===== src/vdi_pkg.sv =====
// Shared constants, types and hash helpers for the vertex dedup indexer.
package vdi_pkg;

  localparam int NODE_CAPACITY = 4096;
  localparam int TABLE_SLOTS   = 8192;
  localparam int COORD_BITS    = 32;
  localparam int INDEX_BITS    = 12;
  localparam int SLOT_BITS     = $clog2(TABLE_SLOTS);
  localparam int COUNT_BITS    = $clog2(NODE_CAPACITY + 1);

  localparam int HASH_STEPS = 6;
  localparam int STEP_BITS  = 3;

  localparam logic [31:0] MIX_MUL_A = 32'h7FEB352D;
  localparam logic [31:0] MIX_MUL_B = 32'h846CA68B;
  localparam logic [31:0] SEED_Y    = 32'h9E3779B9;
  localparam logic [31:0] SEED_Z    = 32'h85EBCA6B;

  typedef struct packed {
    logic [COORD_BITS-1:0] x;
    logic [COORD_BITS-1:0] y;
    logic [COORD_BITS-1:0] z;
    logic [SLOT_BITS-1:0]  home;
  } vdi_item_t;

  // Closing xor-shift of one mix round.
  function automatic logic [31:0] mix_tail(input logic [31:0] h);
    mix_tail = h ^ (h >> 16);
  endfunction

  // Operand fed to the shared multiplier at a given hash step.
  function automatic logic [31:0] mix_operand(input logic [STEP_BITS-1:0] step,
                                              input logic [31:0] h,
                                              input logic [31:0] x,
                                              input logic [31:0] y,
                                              input logic [31:0] z);
    logic [31:0] a;
    a = 32'd0;
    case (step)
      3'd0: a = x ^ (x >> 16);
      3'd2: begin
        a = mix_tail(h) ^ y ^ SEED_Y;
        a = a ^ (a >> 16);
      end
      3'd4: begin
        a = mix_tail(h) ^ z ^ SEED_Z;
        a = a ^ (a >> 16);
      end
      default: a = h ^ (h >> 15);
    endcase
    mix_operand = a;
  endfunction

endpackage


===== src/vdi_front.sv =====
// Front end: accepts vertex beats and computes the home slot with one shared multiplier.
module vdi_front (
  input  logic                              clk,
  input  logic                              rst_n,
  input  logic                              in_valid,
  output logic                              in_stall,
  input  logic signed [vdi_pkg::COORD_BITS-1:0] in_coord_x,
  input  logic signed [vdi_pkg::COORD_BITS-1:0] in_coord_y,
  input  logic signed [vdi_pkg::COORD_BITS-1:0] in_coord_z,
  output logic                              push_valid,
  input  logic                              push_stall,
  output vdi_pkg::vdi_item_t                push_item
);

  logic                             busy_r;
  logic [vdi_pkg::STEP_BITS-1:0]    step_r;
  logic [31:0]                      h_r;
  logic [vdi_pkg::COORD_BITS-1:0]   x_r, y_r, z_r;
  logic [31:0]                      operand;
  logic [31:0]                      mul_const;
  logic [31:0]                      product;
  logic                             hash_done;
  logic [31:0]                      h_final;

  assign in_stall  = busy_r;
  assign hash_done = (step_r == vdi_pkg::STEP_BITS'(vdi_pkg::HASH_STEPS));

  always_comb begin
    operand   = vdi_pkg::mix_operand(step_r, h_r, 32'(x_r), 32'(y_r), 32'(z_r));
    mul_const = step_r[0] ? vdi_pkg::MIX_MUL_B : vdi_pkg::MIX_MUL_A;
    product   = operand * mul_const;
    h_final   = vdi_pkg::mix_tail(h_r);
  end

  assign push_valid     = busy_r && hash_done;
  assign push_item.x    = x_r;
  assign push_item.y    = y_r;
  assign push_item.z    = z_r;
  assign push_item.home = h_final[vdi_pkg::SLOT_BITS-1:0];

  always_ff @(posedge clk) begin
    if (!rst_n) begin
      busy_r <= 1'b0;
      step_r <= '0;
    end else if (!busy_r) begin
      if (in_valid) begin
        busy_r <= 1'b1;
        step_r <= '0;
      end
    end else if (!hash_done) begin
      step_r <= step_r + 1'b1;
    end else if (!push_stall) begin
      busy_r <= 1'b0;
    end
  end

  always_ff @(posedge clk) begin
    if (!busy_r && in_valid) begin
      x_r <= in_coord_x;
      y_r <= in_coord_y;
      z_r <= in_coord_z;
    end
    if (busy_r && !hash_done) begin
      h_r <= product;
    end
  end

endmodule


===== config.mk =====
export PLATFORM = sky130hd
export DESIGN_NAME = vdi_front
export DESIGN_NICKNAME = d
export VERILOG_FILES = /design/src/vdi_pkg.sv /design/src/vdi_front.sv
export SDC_FILE = /design/constraint.sdc
export NUM_CORES = 1
export LEC_CHECK = 0
export ABC_AREA = 0
export BUFFER_PORTS_ARGS = -buffer_cell sky130_fd_sc_hd__buf_2
export CORE_MARGIN = 2
export CORE_UTILIZATION = 50
export CTS_CLUSTER_DIAMETER = 80
export DETAILED_ROUTE_END_ITERATION = 10
export GPL_TIMING_DRIVEN = 0
export PLACE_DENSITY_LB_ADDON = 0.08
export SLEW_MARGIN = 40
export SYNTH_ARGS = -nofsm -noshare
export SYNTH_HDL_FRONTEND = slang
export SYNTH_SLANG_ARGS = --single-unit

===== constraint.sdc =====
create_clock -name clk -period 11.63 [get_ports clk]
set_input_delay 1.7445 -clock clk [delete_from_list [all_inputs] [get_ports clk]]
set_output_delay 1.7445 -clock clk [all_outputs]
set_load 0.02 [all_outputs]

==> metrics.md, run 1 <==
| Metric | Value |
|---|---|
| Status | `complete, no violations` |
| Tcrit/Tclk final | `96.2%` |
| Total wire length | `53.0 mm` |
| Post-route DRC | `0` |
| Clock tree buffer depth | `2` |
| Fin nets | `2504` |
| # rows | `68` |
| Dominant synthesized flop cell | `edfxtp_1` |
| Die Height | `192 um` |
| Top cell type's share of synthesized area | `33.2%` |
| Pin count of the biggest net entering global routing | `24` |
| Slowest-stage cell, CP | `fa_1` |
| Final setup viols | `0` |
| Clock slew seen by the registers of the worst setup and hold paths | `60 ps` |
| Setup_tns | `0 ps` |
| Post-route cell area | `20300 um^2` |
| Placed cells | `2389` |
| WL/cell | `21.9 um` |
| Initial antenna violation count | `1` |
| Worst-Skew Late Latency | `430 ps` |
| Post-synth cell types | `63` |
| Crit path launch type | `flop` |
| Cell taking the most area after synthesis | `fa_1` |
| TritonRoute pass-1 iters | `5` |
| Post-Layout Cell Count | `2423` |
| Mean Syn Cell Area | `10.6 um^2` |
| Async SR Flop Fraction | `0%` |
| Worst Max-Slew Pin Slew | `896 ps` |
| RSZ-0062 raised after global routing | `no` |
| Slowest cell delay on critical path | `560 ps` |
| Die width | `192 um` |
| Kind of critical path | `reg2reg` |
| WP data arrival | `11340 ps` |
| TritonCTS clock tree | `built` |
| Count leader, synth | `inv_1` |
| Syn Std Cell Area | `17700 um^2` |
| I/O pins | `211` |
| Post-synth EDFFs | `128` |
| Vias after detailed routing | `12548` |
| Placed Instance Area | `19700 um^2` |
| Fillers | `3091` |
| GRT overflow | `0` |
| Starting Density | `51.0%` |
| Clock sink count | `132` |
| Worst-path maximum fanout | `11` |
| Hold crit path type | `reg2reg` |
| PortBufs | `210` |
| Clock root buffer | `clkbuf_16` |
| Hold Fails Final Rpt | `0` |
| Max Freq | `0.0894 GHz` |
| CORE AREA | `34700 um^2` |
| CP top delay family | `adder cells` |
| Crit-path most repeated cell | `fa_1` |
| Vias/cell | `5.18` |
| Setup repair bufs after CTS | `0` |
| Share of post-route cells with drive strength above 1 | `15.7%` |
| Hpwl dp | `46.6 mm` |
| CP endpoint kind | `flop` |
| Routability cong. | `0.945` |
| Post-synth top cells | `inv_1, fa_1, ha_1, edfxtp_1, xnor2_1` |
| Syn-to-layout area delta | `14.6%` |
| Vias in the first global route | `13738` |
| CP required | `11790 ps` |
| Pins over their slew limit | `0` |
| Ranking of synthesized cells by area | `fa_1, edfxtp_1, ha_1` |
| Yosys reg bits | `132` |
| Sequential share of the synthesized area | `22.2%` |
| Final Skew | `8.59 ps` |
| Syn. warnings | `0` |
| First-pass GRT wire length | `81.3 mm` |
| Tot GR Track Use | `30.6%` |
| Post-route ant nets | `0` |
| CTS buffer count | `17` |
| H-tree levels | `4` |
| Drt initial violations | `872` |
| Mapped Cells | `1675` |
| Post-layout min period | `11190 ps` |
| Rel. slew slack | `39.9%` |
| WP buf/inv | `15` |
| Max-Cap Viols | `0` |
| Worst hold slack | `630 ps` |
| Die area | `36900 um^2` |
state kept, by name (all words and copies together), names as in the netlist:
name and cells:
z_r 32, step_r 3, in_stall 1, y_r 32, h_r 32, x_r 32
worst min-delay path: cells and delay by family (launching register included):
kind,cells,cell delay (ps)
AND/OR/NAND/NOR,1,100
AO/OA/AOI/OAI,1,70
flip-flops,1,410
cells by family after synthesis:
family,synth area share [%]
buf+inv,11.0
fa+ha+maj,44.3
simple gates,5.26
compound gates,7.54
xor+xnor,9.41
flops,22.2
mux,0.290
other cells,0.0424
area by class of cell:
type                       instances  area, um^2  area share (%)
tap                              455         569            2.81
buffer                            46         239            1.18
inverter                         459        1720            8.49
multi-input combinational       1076       12100            59.5
timing repair buffer             222        1200            5.91
clock inverter                    15         139           0.685
sequential                       132        3920            19.3
antenna                            1        2.50          0.0123
clock buffer                      17         425            2.10
per-stage QoR:
stage	setup slack (ps)	utilization (%)
CTS	5.90	58.4
floorplan	2070	-
finish	445	58.4
global placement	-606	56.1
detailed placement	-491	56.7
global route	79.6	58.4
worst paths after layout:
kind / endpoint / cells past startpoint / slack, ps / startpoint
worst min register to register: in_stall / 2 / 630 / in_stall
worst max register to register: h_r[31] / 40 / 440 / step_r[0]
worst min-delay path: in_stall / 2 / 630 / in_stall
worst max-delay path: h_r[31] / 40 / 440 / step_r[0]
what timing repair did:
action	4_1_cts	5_1_grt
gates resized for setup	3	10
hold buffers	0	0
endpoints found under the setup margin	3	5
pin swaps	0	0
per-layer routing:
| layer | routed length [um] | vias up | track usage [%] | share of wire (%) |
|---|---|---|---|---|
| li1 | - | 5707 | - | - |
| met1 | 21800 | 6232 | 39.6 | 41 |
| met2 | 25600 | 512 | 51.1 | 48 |
| met3 | 3580 | 97 | 5.57 | 6.8 |
| met4 | 1970 | 0 | 11.9 | 3.7 |
| met5 | 0 | - | 0 | 0 |
cells in the final DEF (no fill, tap or decap), drive strengths merged, types with 4 or more instances in the layout:
master / n
a22oi: 5
a21o: 17
o211ai: 4
nor2b: 8
dfxtp: 4
nand3: 6
nand2: 96
o22ai: 13
mux2i: 4
xnor2: 107
inv: 467
nand2b: 13
a31oi: 6
buf: 243
xnor3: 7
clkinvlp: 4
or2: 4
xor2: 58
nor2: 43
conb: 40
o221a: 4
o21a: 6
and2: 12
ha: 156
a21oi: 58
a211oi: 6
a221o: 7
fa: 294
edfxtp: 128
clkbuf: 42
nor3: 11
o21bai: 6
a221oi: 15
o21ai: 39
Power of run 1 is left out: the tool's default activity adds up to more than one toggle a clock period on the data nets, which glitch-free logic cannot reach.
==> inputs of run 2 (changes only) <==
--- a/config.mk
+++ b/config.mk
@@ -9,10 +9,11 @@
 export BUFFER_PORTS_ARGS = -buffer_cell sky130_fd_sc_hd__buf_2
 export CORE_MARGIN = 2
 export CORE_UTILIZATION = 50
+export CTS_BUF_LIST = sky130_fd_sc_hd__clkbuf_4
 export CTS_CLUSTER_DIAMETER = 80
 export DETAILED_ROUTE_END_ITERATION = 10
 export GPL_TIMING_DRIVEN = 0
-export PLACE_DENSITY_LB_ADDON = 0.08
+export PLACE_DENSITY = 0.68
 export SLEW_MARGIN = 40
 export SYNTH_ARGS = -nofsm -noshare
 export SYNTH_HDL_FRONTEND = slang
==> run 2 against run 1 <==
Effect of this change:
- cell count down 0.12%
- worst setup slack worse by 110 ps
- routed wire length down 0.52%
- core utilization down 0.81 points
- die area unchanged
- first-iteration DRC count up 20%
- non-clock buffer count down 3
- critical path depth down 4
- cell area down 1.4%
- clock skew up 23 ps
- global-route usage down 0.39 points
==> metrics.md, run 2 (same netlist as run 1, synthesis figures left out) <==
| Metric | Value |
|---|---|
| Status | `complete, no violations` |
| Worst-Skew Late Latency | `590 ps` |
| Worst Max-Slew Pin Slew | `919 ps` |
| Hpwl dp | `45.9 mm` |
| Max Freq | `0.0885 GHz` |
| Hold Fails Final Rpt | `0` |
| Pin count of the biggest net entering global routing | `25` |
| TritonCTS clock tree | `built` |
| Placed cells | `2386` |
| Slowest-stage cell, CP | `fa_1` |
| Worst-path maximum fanout | `11` |
| Post-route DRC | `0` |
| WP data arrival | `11640 ps` |
| Commonest non-fill, non-tap cells in the layout | `inv_1, fa_1, buf_2` |
| Syn-to-layout area delta | `13.0%` |
| Vias after detailed routing | `12816` |
| Tot GR Track Use | `30.2%` |
| I/O pins | `211` |
| Total wire length | `52.7 mm` |
| Setup repair bufs after CTS | `0` |
| Tcrit/Tclk final | `97.1%` |
| GRT overflow | `0` |
| # rows | `68` |
| Routability cong. | `0.956` |
| Final Skew | `31.8 ps` |
| WL/cell | `21.8 um` |
| Starting Density | `51.0%` |
| Clock tree buffer depth | `2` |
| Clock root buffer | `clkbuf_4` |
| Clock sink count | `132` |
| Fin nets | `2501` |
| Slowest cell delay on critical path | `550 ps` |
| Share of post-route cells with drive strength above 1 | `15.6%` |
| CORE AREA | `34700 um^2` |
| CP endpoint kind | `flop` |
| Die Height | `192 um` |
| Hold Path Cell Cnt | `2` |
| Flop-to-flop setup slack | `330 ps` |
| Worst hold slack | `637 ps` |
| TritonRoute pass-1 iters | `7` |
| Hold crit path type | `reg2reg` |
| Pins over their slew limit | `0` |
| Worst R2R Path Depth | `36` |
| Drt initial violations | `1045` |
| Kind of critical path | `reg2reg` |
| Crit path launch type | `flop` |
| Commonest non-fill, non-tap cell in the layout | `inv_1` |
| Final setup viols | `0` |
| RSZ-0062 raised after global routing | `no` |
| PortBufs | `210` |
| Max-Cap Viols | `0` |
| Placed Instance Area | `19700 um^2` |
| Rel. slew slack | `38.6%` |
| Post-layout min period | `11300 ps` |
| Vias/cell | `5.30` |
| Die width | `192 um` |
| Final core utilization | `57.6%` |
| Initial antenna violation count | `1` |
| Post-route ant nets | `0` |
| CTS buffer count | `17` |
| Hold_buf cts | `0` |
| Clock slew seen by the registers of the worst setup and hold paths | `140 ps` |
| CP required | `11980 ps` |
| First-pass GRT wire length | `80.7 mm` |
| Post-CTS sizing | `3` |
| Vias in the first global route | `13674` |
| Die area | `36900 um^2` |
| H-tree levels | `4` |
| Post-Layout Cell Count | `2420` |
| Post-route cell area | `20000 um^2` |
## run 2: path summary, 6_finish.rpt
path	start	endpoint
worst min register to register	in_stall	in_stall
worst min-delay path	in_stall	in_stall
worst max-delay path	step_r[0]	h_r[31]
worst max register to register	step_r[0]	h_r[31]
## run 2: routing by layer
layer	global-route usage [%]	part of all wire [%]	wire [um]
met1	40.2	41	21400
met2	50.5	48	25500
met3	5.61	8.2	4310
met4	8.51	2.8	1460
met5	0	0	0
## run 2: critical path: cells and delay by family, from the launching register on
kind            cells  cell delay [ps]
simple gates        3              950
buf+inv            12             2430
flops               1              340
compound gates      2              610
fa+ha+maj           9             4300
xor+xnor           10             2390
## run 2: through the flow
step | setup WS, ps | TNS [ps]
after floorplan | 2070 | 0
after global placement | -424 | -539
after detailed placement | -336 | -449
after CTS | 4.99 | 0
after global routing | 23.7 | 0
final | 333 | 0
## run 2: final cells by class
class,count,area [um^2]
buffer,46,236
sequential,132,3920
tap,455,569
inverter,459,1720
timing repair buffer,219,1190
antenna,1,2.50
multi-input combinational,1076,12100
fill,3036,14700
clock inverter,14,154
clock buffer,18,135
Power of run 2 is left out for the same reason.
